==> config.mk <==
export PLATFORM = sky130hd
export DESIGN_NAME = json_string_unescape_utf8_core
export DESIGN_NICKNAME = d
export VERILOG_FILES = /design/src/rtl/core/jsu_pkg.sv /design/src/rtl/core/jsu_step.sv /design/src/rtl/core/json_string_unescape_utf8_core.sv
export VERILOG_INCLUDE_DIRS = /design/src /design/src/rtl/core
export SDC_FILE = /design/constraint.sdc
export NUM_CORES = 1
export LEC_CHECK = 0
export BUFFER_PORTS_ARGS = -buffer_cell sky130_fd_sc_hd__clkbuf_2
export CORE_MARGIN = 2
export CORE_UTILIZATION = 65
export DETAILED_ROUTE_END_ITERATION = 10
export GPL_TIMING_DRIVEN = 0
export PLACE_DENSITY = 0.85
export SLEW_MARGIN = 30
export SYNTH_ARGS = -nofsm -noshare
export SYNTH_HDL_FRONTEND = slang
export SYNTH_SLANG_ARGS = --single-unit
==> constraint.sdc <==
create_clock -name i_clk -period 5 [get_ports i_clk]
set_clock_uncertainty 0.1 [all_clocks]
set_input_delay 0 -clock i_clk [delete_from_list [all_inputs] [get_ports i_clk]]
set_output_delay 0 -clock i_clk [all_outputs]
set_load 0.005 [all_outputs]
==> src/rtl/core/json_string_unescape_utf8_core_macros.svh <==
// Assertion macros for the JSON string unescaper.
`ifndef JSON_STRING_UNESCAPE_UTF8_CORE_MACROS_SVH
`define JSON_STRING_UNESCAPE_UTF8_CORE_MACROS_SVH
`ifndef SYNTHESIS
// Clocked check, off while reset is held.
`define JSU_ASSERT(label, clk, rst_n, prop, msg) \
    label: assert property (@(posedge clk) disable iff (!rst_n) prop) else $error(msg);
// Clocked check that also holds through reset.
`define JSU_ASSERT_ALWAYS(label, clk, prop, msg) \
    label: assert property (@(posedge clk) prop) else $error(msg);
`else
`define JSU_ASSERT(label, clk, rst_n, prop, msg)
`define JSU_ASSERT_ALWAYS(label, clk, prop, msg)
`endif
`endif

==> src/rtl/core/jsu_pkg.sv <==
// Shared types and status codes for the JSON string unescaper.
package jsu_pkg;

    localparam logic [2:0] ST_CONT      = 3'd0;
    localparam logic [2:0] ST_CLOSED    = 3'd1;
    localparam logic [2:0] ST_NO_QUOTE  = 3'd2;
    localparam logic [2:0] ST_BAD_ESC   = 3'd3;
    localparam logic [2:0] ST_BAD_HEX   = 3'd4;
    localparam logic [2:0] ST_BAD_SURR  = 3'd5;
    localparam logic [2:0] ST_CTRL_CHAR = 3'd6;

    // Results of one item: up to four UTF-8 bytes, or one status-only result.
    typedef struct packed {
        logic [3:0][7:0] bytes;
        logic [1:0]      last_idx;
        logic            has_byte;
        logic [2:0]      status;
    } t_step_res;

endpackage

==> src/rtl/core/jsu_step.sv <==
// Scanner state and per-item decode: escapes, hex groups, surrogates, UTF-8.
module jsu_step (
    input  logic               i_clk,
    input  logic               i_rst_n,
    input  logic               i_fire,
    input  logic [7:0]         i_byte,
    input  logic               i_ends,
    output jsu_pkg::t_step_res o_res
);
    import jsu_pkg::*;

    typedef enum logic [2:0] {
        MODE_PLAIN   = 3'd0,
        MODE_ESC     = 3'd1,
        MODE_HEX1    = 3'd2,
        MODE_WANT_BS = 3'd3,
        MODE_WANT_U  = 3'd4,
        MODE_HEX2    = 3'd5
    } t_mode;

    localparam logic [7:0] CH_QUOTE = 8'h22;
    localparam logic [7:0] CH_BSL   = 8'h5C;
    localparam logic [7:0] CH_SLASH = 8'h2F;
    localparam logic [7:0] CH_B     = 8'h62;
    localparam logic [7:0] CH_N     = 8'h6E;
    localparam logic [7:0] CH_R     = 8'h72;
    localparam logic [7:0] CH_T     = 8'h74;
    localparam logic [7:0] CH_F     = 8'h66;
    localparam logic [7:0] CH_U     = 8'h75;

    typedef struct packed {
        logic       ok;
        logic [3:0] digit;
    } t_hex;

    function automatic t_hex hex_of(input logic [7:0] c);
        t_hex h;
        h.ok    = 1'b1;
        h.digit = c[3:0];
        case (c) inside
            [8'h30:8'h39]: h.digit = c[3:0];
            [8'h41:8'h46],
            [8'h61:8'h66]: h.digit = c[3:0] + 4'd9;
            default:       h.ok = 1'b0;
        endcase
        return h;
    endfunction

    t_mode       r_mode, n_mode;
    logic [15:0] r_hex, n_hex;
    logic [1:0]  r_cnt, n_cnt;
    logic [9:0]  r_hs, n_hs;

    t_hex        w_hx;
    logic [15:0] w_hex_next;
    logic [20:0] w_cp;
    logic        w_emit_cp;
    logic        w_emit_one;
    logic [7:0]  w_one;
    logic [2:0]  w_st;

    always_comb begin
        n_mode     = r_mode;
        n_hex      = r_hex;
        n_cnt      = r_cnt;
        n_hs       = r_hs;
        w_hx       = hex_of(i_byte);
        w_hex_next = {r_hex[11:0], w_hx.digit};
        w_cp       = '0;
        w_emit_cp  = 1'b0;
        w_emit_one = 1'b0;
        w_one      = i_byte;
        w_st       = ST_CONT;
        o_res      = '0;

        if (i_ends) begin
            case (r_mode)
                MODE_ESC:                 w_st = ST_BAD_ESC;
                MODE_HEX1, MODE_HEX2:     w_st = ST_BAD_HEX;
                MODE_WANT_BS, MODE_WANT_U: w_st = ST_BAD_SURR;
                default:                  w_st = ST_NO_QUOTE;
            endcase
        end else begin
            case (r_mode)
                MODE_ESC: begin
                    n_mode = MODE_PLAIN;
                    case (i_byte)
                        CH_QUOTE, CH_BSL, CH_SLASH: w_emit_one = 1'b1;
                        CH_B: begin
                            w_emit_one = 1'b1;
                            w_one      = 8'h08;
                        end
                        CH_N: begin
                            w_emit_one = 1'b1;
                            w_one      = 8'h0A;
                        end
                        CH_R: begin
                            w_emit_one = 1'b1;
                            w_one      = 8'h0D;
                        end
                        CH_T: begin
                            w_emit_one = 1'b1;
                            w_one      = 8'h09;
                        end
                        CH_F: begin
                            w_emit_one = 1'b1;
                            w_one      = 8'h0C;
                        end
                        CH_U: begin
                            n_mode = MODE_HEX1;
                            n_hex  = '0;
                            n_cnt  = '0;
                        end
                        default: w_st = ST_BAD_ESC;
                    endcase
                end
                MODE_HEX1, MODE_HEX2: begin
                    if (!w_hx.ok) begin
                        w_st = ST_BAD_HEX;
                    end else if (r_cnt != 2'd3) begin
                        n_hex = w_hex_next;
                        n_cnt = r_cnt + 2'd1;
                    end else begin
                        n_hex = '0;
                        n_cnt = '0;
                        if (r_mode == MODE_HEX1) begin
                            // high surrogate D800..DBFF waits for its partner
                            if (w_hex_next[15:10] == 6'b110110) begin
                                n_hs   = w_hex_next[9:0];
                                n_mode = MODE_WANT_BS;
                            end else begin
                                w_emit_cp = 1'b1;
                                w_cp      = {5'd0, w_hex_next};
                                n_mode    = MODE_PLAIN;
                            end
                        end else if (w_hex_next[15:10] != 6'b110111) begin
                            w_st = ST_BAD_SURR;
                        end else begin
                            w_emit_cp = 1'b1;
                            w_cp      = {1'b0, r_hs, w_hex_next[9:0]} + 21'h10000;
                            n_mode    = MODE_PLAIN;
                        end
                    end
                end
                MODE_WANT_BS: begin
                    if (i_byte == CH_BSL) n_mode = MODE_WANT_U;
                    else                  w_st = ST_BAD_SURR;
                end
                MODE_WANT_U: begin
                    if (i_byte == CH_U) begin
                        n_mode = MODE_HEX2;
                        n_hex  = '0;
                        n_cnt  = '0;
                    end else begin
                        w_st = ST_BAD_SURR;
                    end
                end
                default: begin
                    n_mode = MODE_PLAIN;
                    if (i_byte == CH_QUOTE)     w_st = ST_CLOSED;
                    else if (i_byte == CH_BSL)  n_mode = MODE_ESC;
                    else if (i_byte < 8'h20)    w_st = ST_CTRL_CHAR;
                    else                        w_emit_one = 1'b1;
                end
            endcase
        end

        if (w_st != ST_CONT) begin
            n_mode = MODE_PLAIN;
            n_hex  = '0;
            n_cnt  = '0;
            n_hs   = '0;
        end

        // UTF-8 encode
        if (w_emit_cp) begin
            o_res.has_byte = 1'b1;
            if (w_cp[20:7] == '0) begin
                o_res.bytes[0] = w_cp[7:0];
                o_res.last_idx = 2'd0;
            end else if (w_cp[20:11] == '0) begin
                o_res.bytes[0] = {3'b110, w_cp[10:6]};
                o_res.bytes[1] = {2'b10, w_cp[5:0]};
                o_res.last_idx = 2'd1;
            end else if (w_cp[20:16] == '0) begin
                o_res.bytes[0] = {4'b1110, w_cp[15:12]};
                o_res.bytes[1] = {2'b10, w_cp[11:6]};
                o_res.bytes[2] = {2'b10, w_cp[5:0]};
                o_res.last_idx = 2'd2;
            end else begin
                o_res.bytes[0] = {5'b11110, w_cp[20:18]};
                o_res.bytes[1] = {2'b10, w_cp[17:12]};
                o_res.bytes[2] = {2'b10, w_cp[11:6]};
                o_res.bytes[3] = {2'b10, w_cp[5:0]};
                o_res.last_idx = 2'd3;
            end
        end else if (w_emit_one) begin
            o_res.has_byte = 1'b1;
            o_res.bytes[0] = w_one;
        end else begin
            o_res.status = w_st;
        end
    end

    always_ff @(posedge i_clk) begin
        if (!i_rst_n) begin
            r_mode <= MODE_PLAIN;
            r_hex  <= '0;
            r_cnt  <= '0;
            r_hs   <= '0;
        end else if (i_fire) begin
            r_mode <= n_mode;
            r_hex  <= n_hex;
            r_cnt  <= n_cnt;
            r_hs   <= n_hs;
        end
    end

endmodule

==> src/rtl/core/json_string_unescape_utf8_core.sv <==
// JSON string body unescaper with UTF-8 output: top level with stream ports.
//
// Feed the bytes of a JSON string body, one item per byte, starting after the
// opening quote; an item with the end flag in tuser says the text ran out.
// Plain bytes pass through, the short escapes are decoded, \uXXXX (either hex
// case, surrogate pairs joined) comes out as 1 to 4 UTF-8 bytes, one output
// item per byte. The closing quote and each error give one status item with
// no byte, after which the scanner is back in plain text mode. tlast marks the
// final output item of each input item. Rate: one input item per cycle while
// each yields a single output item and the output is not stalled; an item that
// yields more than one byte holds the result register until its last byte is
// taken, and input stalls meanwhile. One item waits in the input register
// while a result is still being taken, then moves on to the result register.
`include "json_string_unescape_utf8_core_macros.svh"

module json_string_unescape_utf8_core (
    input  logic        i_clk,
    input  logic        i_rst_n,
    input  logic        s_axis_tvalid,
    output logic        s_axis_tready,
    input  logic [7:0]  s_axis_tdata,   // [7:0] data_byte
    input  logic        s_axis_tuser,   // [0] input_ends
    output logic        m_axis_tvalid,
    input  logic        m_axis_tready,
    output logic [15:0] m_axis_tdata,   // [7:0] out_byte, [8] byte_valid,
                                        // [11:9] status, [15:12] zero
    output logic        m_axis_tlast    // last_of_run
);
    import jsu_pkg::*;

    // input register
    logic       r_in_valid;
    logic [7:0] r_in_byte;
    logic       r_in_ends;

    // result register: the bytes of one item, drained one per handshake
    logic       r_ob_valid;
    logic [1:0] r_ob_idx;
    t_step_res  r_ob;

    t_step_res  w_res;
    logic       w_s_acc;
    logic       w_m_acc;
    logic       w_ob_last;
    logic       w_ob_free;
    logic       w_fire;

    assign w_ob_last     = (r_ob_idx == r_ob.last_idx);
    assign w_m_acc       = r_ob_valid && m_axis_tready;
    assign w_ob_free     = !r_ob_valid || (m_axis_tready && w_ob_last);
    assign w_fire        = r_in_valid && w_ob_free;
    assign s_axis_tready = !r_in_valid || w_fire;
    assign w_s_acc       = s_axis_tvalid && s_axis_tready;

    jsu_step u_step (
        .i_clk   (i_clk),
        .i_rst_n (i_rst_n),
        .i_fire  (w_fire),
        .i_byte  (r_in_byte),
        .i_ends  (r_in_ends),
        .o_res   (w_res)
    );

    always_ff @(posedge i_clk) begin
        if (!i_rst_n) begin
            r_in_valid <= 1'b0;
            r_ob_valid <= 1'b0;
            r_ob_idx   <= '0;
        end else begin
            if (w_s_acc)     r_in_valid <= 1'b1;
            else if (w_fire) r_in_valid <= 1'b0;

            if (w_fire) begin
                r_ob_valid <= 1'b1;
                r_ob_idx   <= '0;
            end else if (w_m_acc) begin
                if (w_ob_last) r_ob_valid <= 1'b0;
                else           r_ob_idx   <= r_ob_idx + 2'd1;
            end
        end
    end

    always_ff @(posedge i_clk) begin
        if (w_s_acc) begin
            r_in_byte <= s_axis_tdata;
            r_in_ends <= s_axis_tuser;
        end
        if (w_fire) r_ob <= w_res;
    end

    assign m_axis_tvalid = r_ob_valid;
    assign m_axis_tlast  = w_ob_last;
    assign m_axis_tdata  = {4'd0, r_ob.status, r_ob.has_byte, r_ob.bytes[r_ob_idx]};

    // a status item never carries a byte
    `JSU_ASSERT(a_status_no_byte, i_clk, i_rst_n, (m_axis_tvalid && r_ob.status != ST_CONT) |-> (!r_ob.has_byte && m_axis_tlast), "status item carries a byte")
    // a byteless result is always a single item
    `JSU_ASSERT(a_nobyte_single, i_clk, i_rst_n, (r_ob_valid && !r_ob.has_byte) |-> (r_ob.last_idx == 2'd0), "byteless result spans items")
    // a stalled result is not dropped
    `JSU_ASSERT(a_out_held, i_clk, i_rst_n, (r_ob_valid && !m_axis_tready) |=> (r_ob_valid && $stable(r_ob_idx)), "stalled result lost")
    // drain index never passes the last byte
    `JSU_ASSERT_ALWAYS(a_idx_range, i_clk, r_ob_valid |-> (r_ob_idx <= r_ob.last_idx), "drain index out of range")

endmodule
==> results of run 1 <==
flip-flops by register name, summed over array words and instances, names as in the netlist:
signal         cells
m_axis_tvalid      1
r_ob              30
r_in_ends          1
r_in_valid         1
u_step.r_mode      3
u_step.r_cnt       2
m_axis_tdata       4
r_ob_idx           2
u_step.r_hs       10
r_in_byte          8
u_step.r_hex      12
cells in the mapped netlist (9+ instances only):
master / count
nand2_1: 41
inv_1: 23
dfxtp_1: 31
nand3_1: 18
a21oi_1: 25
edfxtp_1: 43
buf_2: 11
buf_4: 9
nor2_1: 31
nor3_1: 22
o21ai_0: 17
what timing repair did:
item | 4_1_cts | 5_1_grt
hold endpoints to repair | 15 | 0
gates resized for setup | 0 | 0
hold buffers | 12 | 0
logic make-up (layout without fill, tap and decap cells):
family          Yosys count  in the layout  synth area share, %
compound gates          123            123                 21.7
xor+xnor                  7              7                 1.37
other cells               1              4               0.0839
mux                      16             16                 5.57
fa+ha+maj                 6              6                 1.68
buf+inv                  60            114                 6.77
simple gates            167            167                 20.1
flops                    74             74                 42.8
layout make-up:
cell class | instances | area, um^2
repair buffers | 38 | 250
multi-input cells | 323 | 2270
well taps | 80 | 100
clock buffers | 12 | 166
flip-flops and latches | 74 | 1910
clock inverters | 4 | 23.8
inverters | 26 | 97.6
fillers | 487 | 1700
plain buffers | 34 | 205
critical path: stages (launching register included):
cell,delay (ns)
edfxtp_1,0.48
inv_1,0.19
ha_1,0.29
nor4b_2,0.37
or3_1,0.20
o32a_2,0.24
nand2_1,0.20
nand3_2,0.24
clkinv_1,0.33
nor2_1,0.33
inv_1,0.15
a221o_1,0.30
how the worst max path moves through the flow:
stage	depth (start not counted)	to
floorplan	10	u_step.r_hs[2]
global placement	11	r_ob[12]
detailed placement	11	r_ob[12]
CTS	11	r_ob[12]
global route	11	r_ob[12]
finish	11	r_ob[12]
report_power, final:
part | switching [mW] | total (mW) | internal (mW) | leakage [nW]
clock network | 0.235 | 0.459 | 0.224 | 0.102
logic | 0.0758 | 0.127 | 0.0516 | 1.02
registers | 0.0110 | 0.675 | 0.664 | 0.659
metal layers:
metal  up-vias  global-route usage (%)  wire length (um)
met3        37                    6.82               990
met2       235                    52.1              5640
met4         0                    13.4               389
met5         -                       0                 0
met1      1848                    41.3              4770
li1       1826                       -                 -
==> metrics.csv, run 1 <==
stage,metric,value,unit
status,status,"finished, final reports clean",
timing,hold_viol,0,
yosys,yosysSeqAreaShare,42.8,%
critical_path,critical_path_class,flop to flop,
global_route,grt_max_degree,37,
timing,tightestPinTransition,0.927,ns
timing,rsz0062_at_grt,false,
yosys,yosysWarnings,0,
critical_path,r2r_end,r_ob[12],
placement,placed_area,4710,um^2
clock_network,path_clk_slew,0.08,ns
yosys,synth_top_area_share,28.9,%
yosys,ys_ff_latch,74,
pwr,ir_worst_vdd,0.000149,V
final_layout,final_cell_mix,"43 x edfxtp_1, 41 x nand2_1, 31 x nor2_1, 31 x dfxtp_1, 26 x clkbuf_2",
timing,drv_slew,0,
critical_path,path_max_fanout,10,
final_layout,antenna_cells,0,
yosys,yosysTopAreaCell,edfxtp_1,
critical_path,crit_start,r_in_byte[0],
die,die_area,7560,um^2
placement,place.port_buffers,26,
die,dieWidth,86.9,um
placement,pre_cts_slack,1.45,ns
global_route,track_usage,32.0,%
clock_network,ctsLongestPathBuffers,2,
die,rows,30,
timing,post-route-worst-setup-slack,1.31,ns
global_route,grt_pass1_vias,3701,
routing,ant_nets,0,
yosys,synth_edf_count,43,
yosys,yosys_most_used_dff,edfxtp_1,
clock_network,post_cts_buffers,0,
flow_run,drv_cap,0,
min_path,worstHoldPathType,primary input to flop,
clock_network,cts-htree-levels,3,
yosys,synth_cell_types,81,
clock_network,cts.sinks,74,
die,initial_utilization,66.6,%
clock_network,cts_tree,done,
global_route,antenna_found_initial,0,
pwr,power.density,251,nW/um^2
critical_path,r2r-start,r_in_byte[0],
routing,route.vias.total,3946,
placement,gp_congestion,0.905,
pwr,total_leakage_power,1.78,nW
routing,wl_per_cell,20.0,um
timing,max_freq,271,MHz
routing,via_per_inst,6.68,
critical_path,critPathCaptureType,flop,
final_layout,area_growth,12.3,%
global_route,grt_pass1_wl,18600,um
routing,drc,0,
timing,relSlewSlack,38.2,%
final_layout,drive_above_1_share,20.4,%
critical_path,ff2ff_path_depth,11,
die,core_area,6720,um^2
min_path,hold_end,r_in_ends,
final_layout,finalNonFillerCells,591,
critical_path,start_kind,flop,
yosys,netlist_area,4470,um^2
yosys,avgSynthCellArea,9.85,um^2
global_route,gr-total-overflow,0,
pwr,power.total,1.26,mW
clock_network,cts_buffers,9,
min_path,min_path_cells,2,
critical_path,required,4.99,ns
final_layout,final_area,5020,um^2
clock_network,cts_root_buf,clkbuf_8,
die,die_y,86.9,um
final_layout,final_common_cell,edfxtp_1,
final_layout,post-route-util,74.8,%
routing,drt-initial-drc-count,409,
timing,fin_crit_sh,73.8,%
final_layout,final_nets,525,
placement,dpl.hpwl,8280,um
min_path,min_from,s_axis_tuser,
critical_path,r2r_slack,1.31,ns
critical_path,crit_arrival,3.68,ns
routing,wirelength,11800,um
yosys,synth.area.top_cells,"edfxtp_1 29%, dfxtp_1 14%, mux4_2 3.5%",
timing,setup_violations,0,
placement,dp.cells,563,
yosys,synthArstFlopShare,0,%
timing,holdWs,0.265,ns
clock_network,clk_latency,0.36,ns
timing,period_needed,3.69,ns
die,pin_count,32,
timing,tns,0,ns
yosys,synthCells,454,
routing,first_pass_iters,7,
Power figures use the tool's default switching activity.
==> run 2: changes to the inputs <==
--- a/config.mk
+++ b/config.mk
@@ -8,10 +8,10 @@
 export LEC_CHECK = 0
 export BUFFER_PORTS_ARGS = -buffer_cell sky130_fd_sc_hd__clkbuf_2
 export CORE_MARGIN = 2
-export CORE_UTILIZATION = 65
+export CORE_UTILIZATION = 61
 export DETAILED_ROUTE_END_ITERATION = 10
 export GPL_TIMING_DRIVEN = 0
-export PLACE_DENSITY = 0.85
+export PLACE_DENSITY = 0.81
 export SLEW_MARGIN = 30
 export SYNTH_ARGS = -nofsm -noshare
 export SYNTH_HDL_FRONTEND = slang
==> constraint.sdc (replaced) <==
create_clock -name i_clk -period 3.48 [get_ports i_clk]
set_clock_uncertainty 0.1 [all_clocks]
set_input_delay 0 -clock i_clk [delete_from_list [all_inputs] [get_ports i_clk]]
set_output_delay 0 -clock i_clk [all_outputs]
set_load 0.005 [all_outputs]
==> run 2 against run 1 <==
Die area rose by 6.2%. Sequential cell count stayed put. Largest cell class unchanged. Design area is 1.8% higher. Final cell count grew 3.0%. Clock-buffer cell count down 2. Total power rose by 54%. Critical path depth down 2. Largest power group unchanged. Wire length shrank 2.8%. Hold slack better by 0.0013 ns.
==> metrics.csv, run 2 (synthesis results as in run 1) <==
stage,metric,value,unit,change
status,status,"finished, final reports clean",,unchanged
timing,rsz0062_at_grt,false,,unchanged
pwr,total_leakage_power,1.81,nW,was 1.78 nW
critical_path,critical_path_class,flop to flop,,unchanged
global_route,antenna_found_initial,0,,unchanged
critical_path,required,3.56,ns,was 4.99 ns
die,core_area,7180,um^2,was 6720 um^2
critical_path,r2r-start,r_in_byte[1],,was r_in_byte[0]
pwr,pwr-share-comb,9.4,%,was 10.1%
routing,wl_per_cell,18.8,um,was 20.0 um
pwr,power.density,380,nW/um^2,was 251 nW/um^2
die,die_area,8030,um^2,was 7560 um^2
die,initial_utilization,62.3,%,was 66.6%
placement,pre_cts_slack,-0.00790,ns,was 1.45 ns
clock_network,clk_latency,0.35,ns,was 0.36 ns
placement,gp_congestion,0.975,,was 0.905
critical_path,critPathCaptureType,flop,,unchanged
timing,fin_crit_sh,97.1,%,was 73.8%
critical_path,slowest_delay,0.58,ns,was 0.48 ns
timing,max_freq,296,MHz,was 271 MHz
routing,wirelength,11500,um,was 11800 um
pwr,swShare,22.8,%,was 25.5%
final_layout,regMostFlops,r_ob,,unchanged
global_route,grt_pass1_wl,18300,um,was 18600 um
final_layout,final_cell_mix,"43 x edfxtp_1, 41 x nand2_1, 31 x nor2_1, 31 x dfxtp_1, 26 x clkbuf_2",,unchanged
final_layout,drive_above_1_share,20.4,%,about the same
final_layout,antenna_cells,0,,unchanged
die,dieWidth,89.6,um,was 86.9 um
timing,drv_slew,0,,unchanged
critical_path,ff2ff_path_depth,9,,was 11
min_path,hold_end,r_in_byte[3],,was r_in_ends
clock_network,path_clk_slew,0.08,ns,about the same
timing,post-route-worst-setup-slack,0.101,ns,was 1.31 ns
routing,route.vias.total,3925,,was 3946
min_path,min_path_cells,2,,unchanged
pwr,clkPwrFrac,40.7,%,was 36.4%
clock_network,cts-htree-levels,3,,unchanged
pwr,seq_power_share,49.9,%,was 53.5%
timing,period_needed,3.38,ns,was 3.69 ns
routing,ant_nets,0,,unchanged
flow_run,drv_cap,0,,unchanged
routing,via_per_inst,6.44,,was 6.68
critical_path,cp_common_cell,o21ai_0,,was inv_1
timing,hold_viol,0,,unchanged
clock_network,cts_root_buf,clkbuf_8,,unchanged
final_layout,final_nets,525,,unchanged
clock_network,cts_tree,done,,unchanged
critical_path,crit_arrival,3.46,ns,was 3.68 ns
pwr,p_sw,0.443,mW,was 0.322 mW
placement,place.port_buffers,26,,unchanged
timing,relSlewSlack,37.5,%,was 38.2%
critical_path,crit_slowest_cell,a211oi_1,,was edfxtp_1
global_route,grt_max_degree,37,,unchanged
placement,placed_area,4740,um^2,was 4710 um^2
final_layout,top_regs,"r_ob: 30 flops, u_step.r_hex: 12 flops, u_step.r_hs: 10 flops",,unchanged
die,die_y,89.6,um,was 86.9 um
critical_path,cp_cell_sequence,inv_1 > ha_1 > nor4b_4 > or3_1 > o32ai_2 > o21ai_0 > a211oi_1 > a21oi_1 > o21ai_0,,was inv_1 > ha_1 > nor4b_2 > or3_1 > o32a_2 > nand2_1 > nand3_2 > clkinv_1 > nor2_1 > inv_1 > a221o_1
final_layout,largest_reg_flops,30,,unchanged
global_route,track_usage,30.2,%,was 32.0%
min_path,worstHoldPathType,primary input to flop,,unchanged
routing,drt-initial-drc-count,390,,was 409
critical_path,r2r_slack,0.10,ns,was 1.31 ns
pwr,p_int,1.50,mW,was 0.940 mW
clock_network,post_cts_buffers,0,,unchanged
final_layout,final_area,5110,um^2,was 5020 um^2
critical_path,path_max_fanout,8,,was 10
timing,setup_violations,0,,unchanged
placement,dpl.hpwl,8290,um,was 8280 um
routing,first_pass_iters,5,,was 7
critical_path,start_kind,flop,,unchanged
critical_path,r2r_end,r_ob[18],,was r_ob[12]
critical_path,crit_start,r_in_byte[1],,was r_in_byte[0]
timing,tightestPinTransition,0.938,ns,was 0.927 ns
die,pin_count,32,,unchanged
die,rows,31,,was 30
clock_network,cts.sinks,74,,unchanged
final_layout,final_common_cell,edfxtp_1,,unchanged
final_layout,area_growth,14.3,%,was 12.3%
global_route,grt_pass1_vias,3747,,was 3701
pwr,ir_worst_vdd,0.000266,V,was 0.000149 V
global_route,gr-total-overflow,0,,unchanged
clock_network,ctsLongestPathBuffers,2,,unchanged
clock_network,cts_buffers,9,,unchanged
routing,drc,0,,unchanged
min_path,min_from,s_axis_tdata[3],,was s_axis_tuser
run 2: cell types whose count changed in the layout (fill, tap and decap cells not counted), sizes merged:
cell    change
bufinv      +3
clkbuf      -2
clkinv      -1
inv         -1
run 2: layer usage:
layer	wire length [um]	up-vias	global-route usage, %
met3	949	33	8.41
met4	262	0	11.1
met1	4760	1869	39.1
met5	0	-	0
met2	5490	200	48.5
li1	-	1823	-
run 2: worst max-delay path: cells and delay by family, from the launching register on:
family	cells	cell delay (ns)
AO/OA/AOI/OAI	5	1.64
adder cells (fa/ha/maj)	1	0.28
buffers and inverters	1	0.12
flip-flops	1	0.54
AND/OR/NAND/NOR	2	0.53
run 2: metrics by stage:
step / instances / total power [mW] / hold WS (ns) / util [%] / setup TNS (ns)
floorplan: 457 / 1.10 / -0.00113 / - / 0
global placement: 582 / 1.15 / 0.0781 / 66.0 / 0
detailed placement: 582 / 1.16 / 0.0786 / 66.0 / -0.00790
CTS: 609 / 1.94 / 0.254 / 70.9 / 0
global route: 609 / 2.01 / 0.252 / 71.2 / 0
finish: 609 / 1.94 / 0.266 / 71.2 / 0
run 2: worst max path at each step:
stage,endpoint,slack (ns),depth (start not counted)
after floorplan,u_step.r_hs[2],0.65,10
after global placement,r_ob[12],0.08,11
after detailed placement,r_ob[12],-0.008,11
after CTS,r_ob[12],0.13,11
after global routing,r_ob[7],0.002,9
final,r_ob[18],0.10,9
run 2: power by group through the flow:
stage / Sequential (mW) / Combinational, mW / Clock, mW
global route: 0.974 / 0.199 / 0.835
global placement: 0.988 / 0.162 / 0
finish: 0.971 / 0.183 / 0.791
floorplan: 0.985 / 0.118 / 0
CTS: 0.970 / 0.178 / 0.796
detailed placement: 0.990 / 0.167 / 0
run 2: final cells by class:
type	count	area, um^2
Clock inverter	5	104
Multi-Input combinational cell	323	2290
Buffer	34	205
Fill cell	554	2060
Timing Repair Buffer	38	250
Clock buffer	10	128
Tap cell	99	124
Sequential cell	74	1910
Inverter	26	98.8
run 2: repair_timing:
action,in CTS,in global routing
endpoints found under the hold margin,17,0
endpoints found under the setup margin,1,26
hold buffers,12,0
resized for setup,1,3
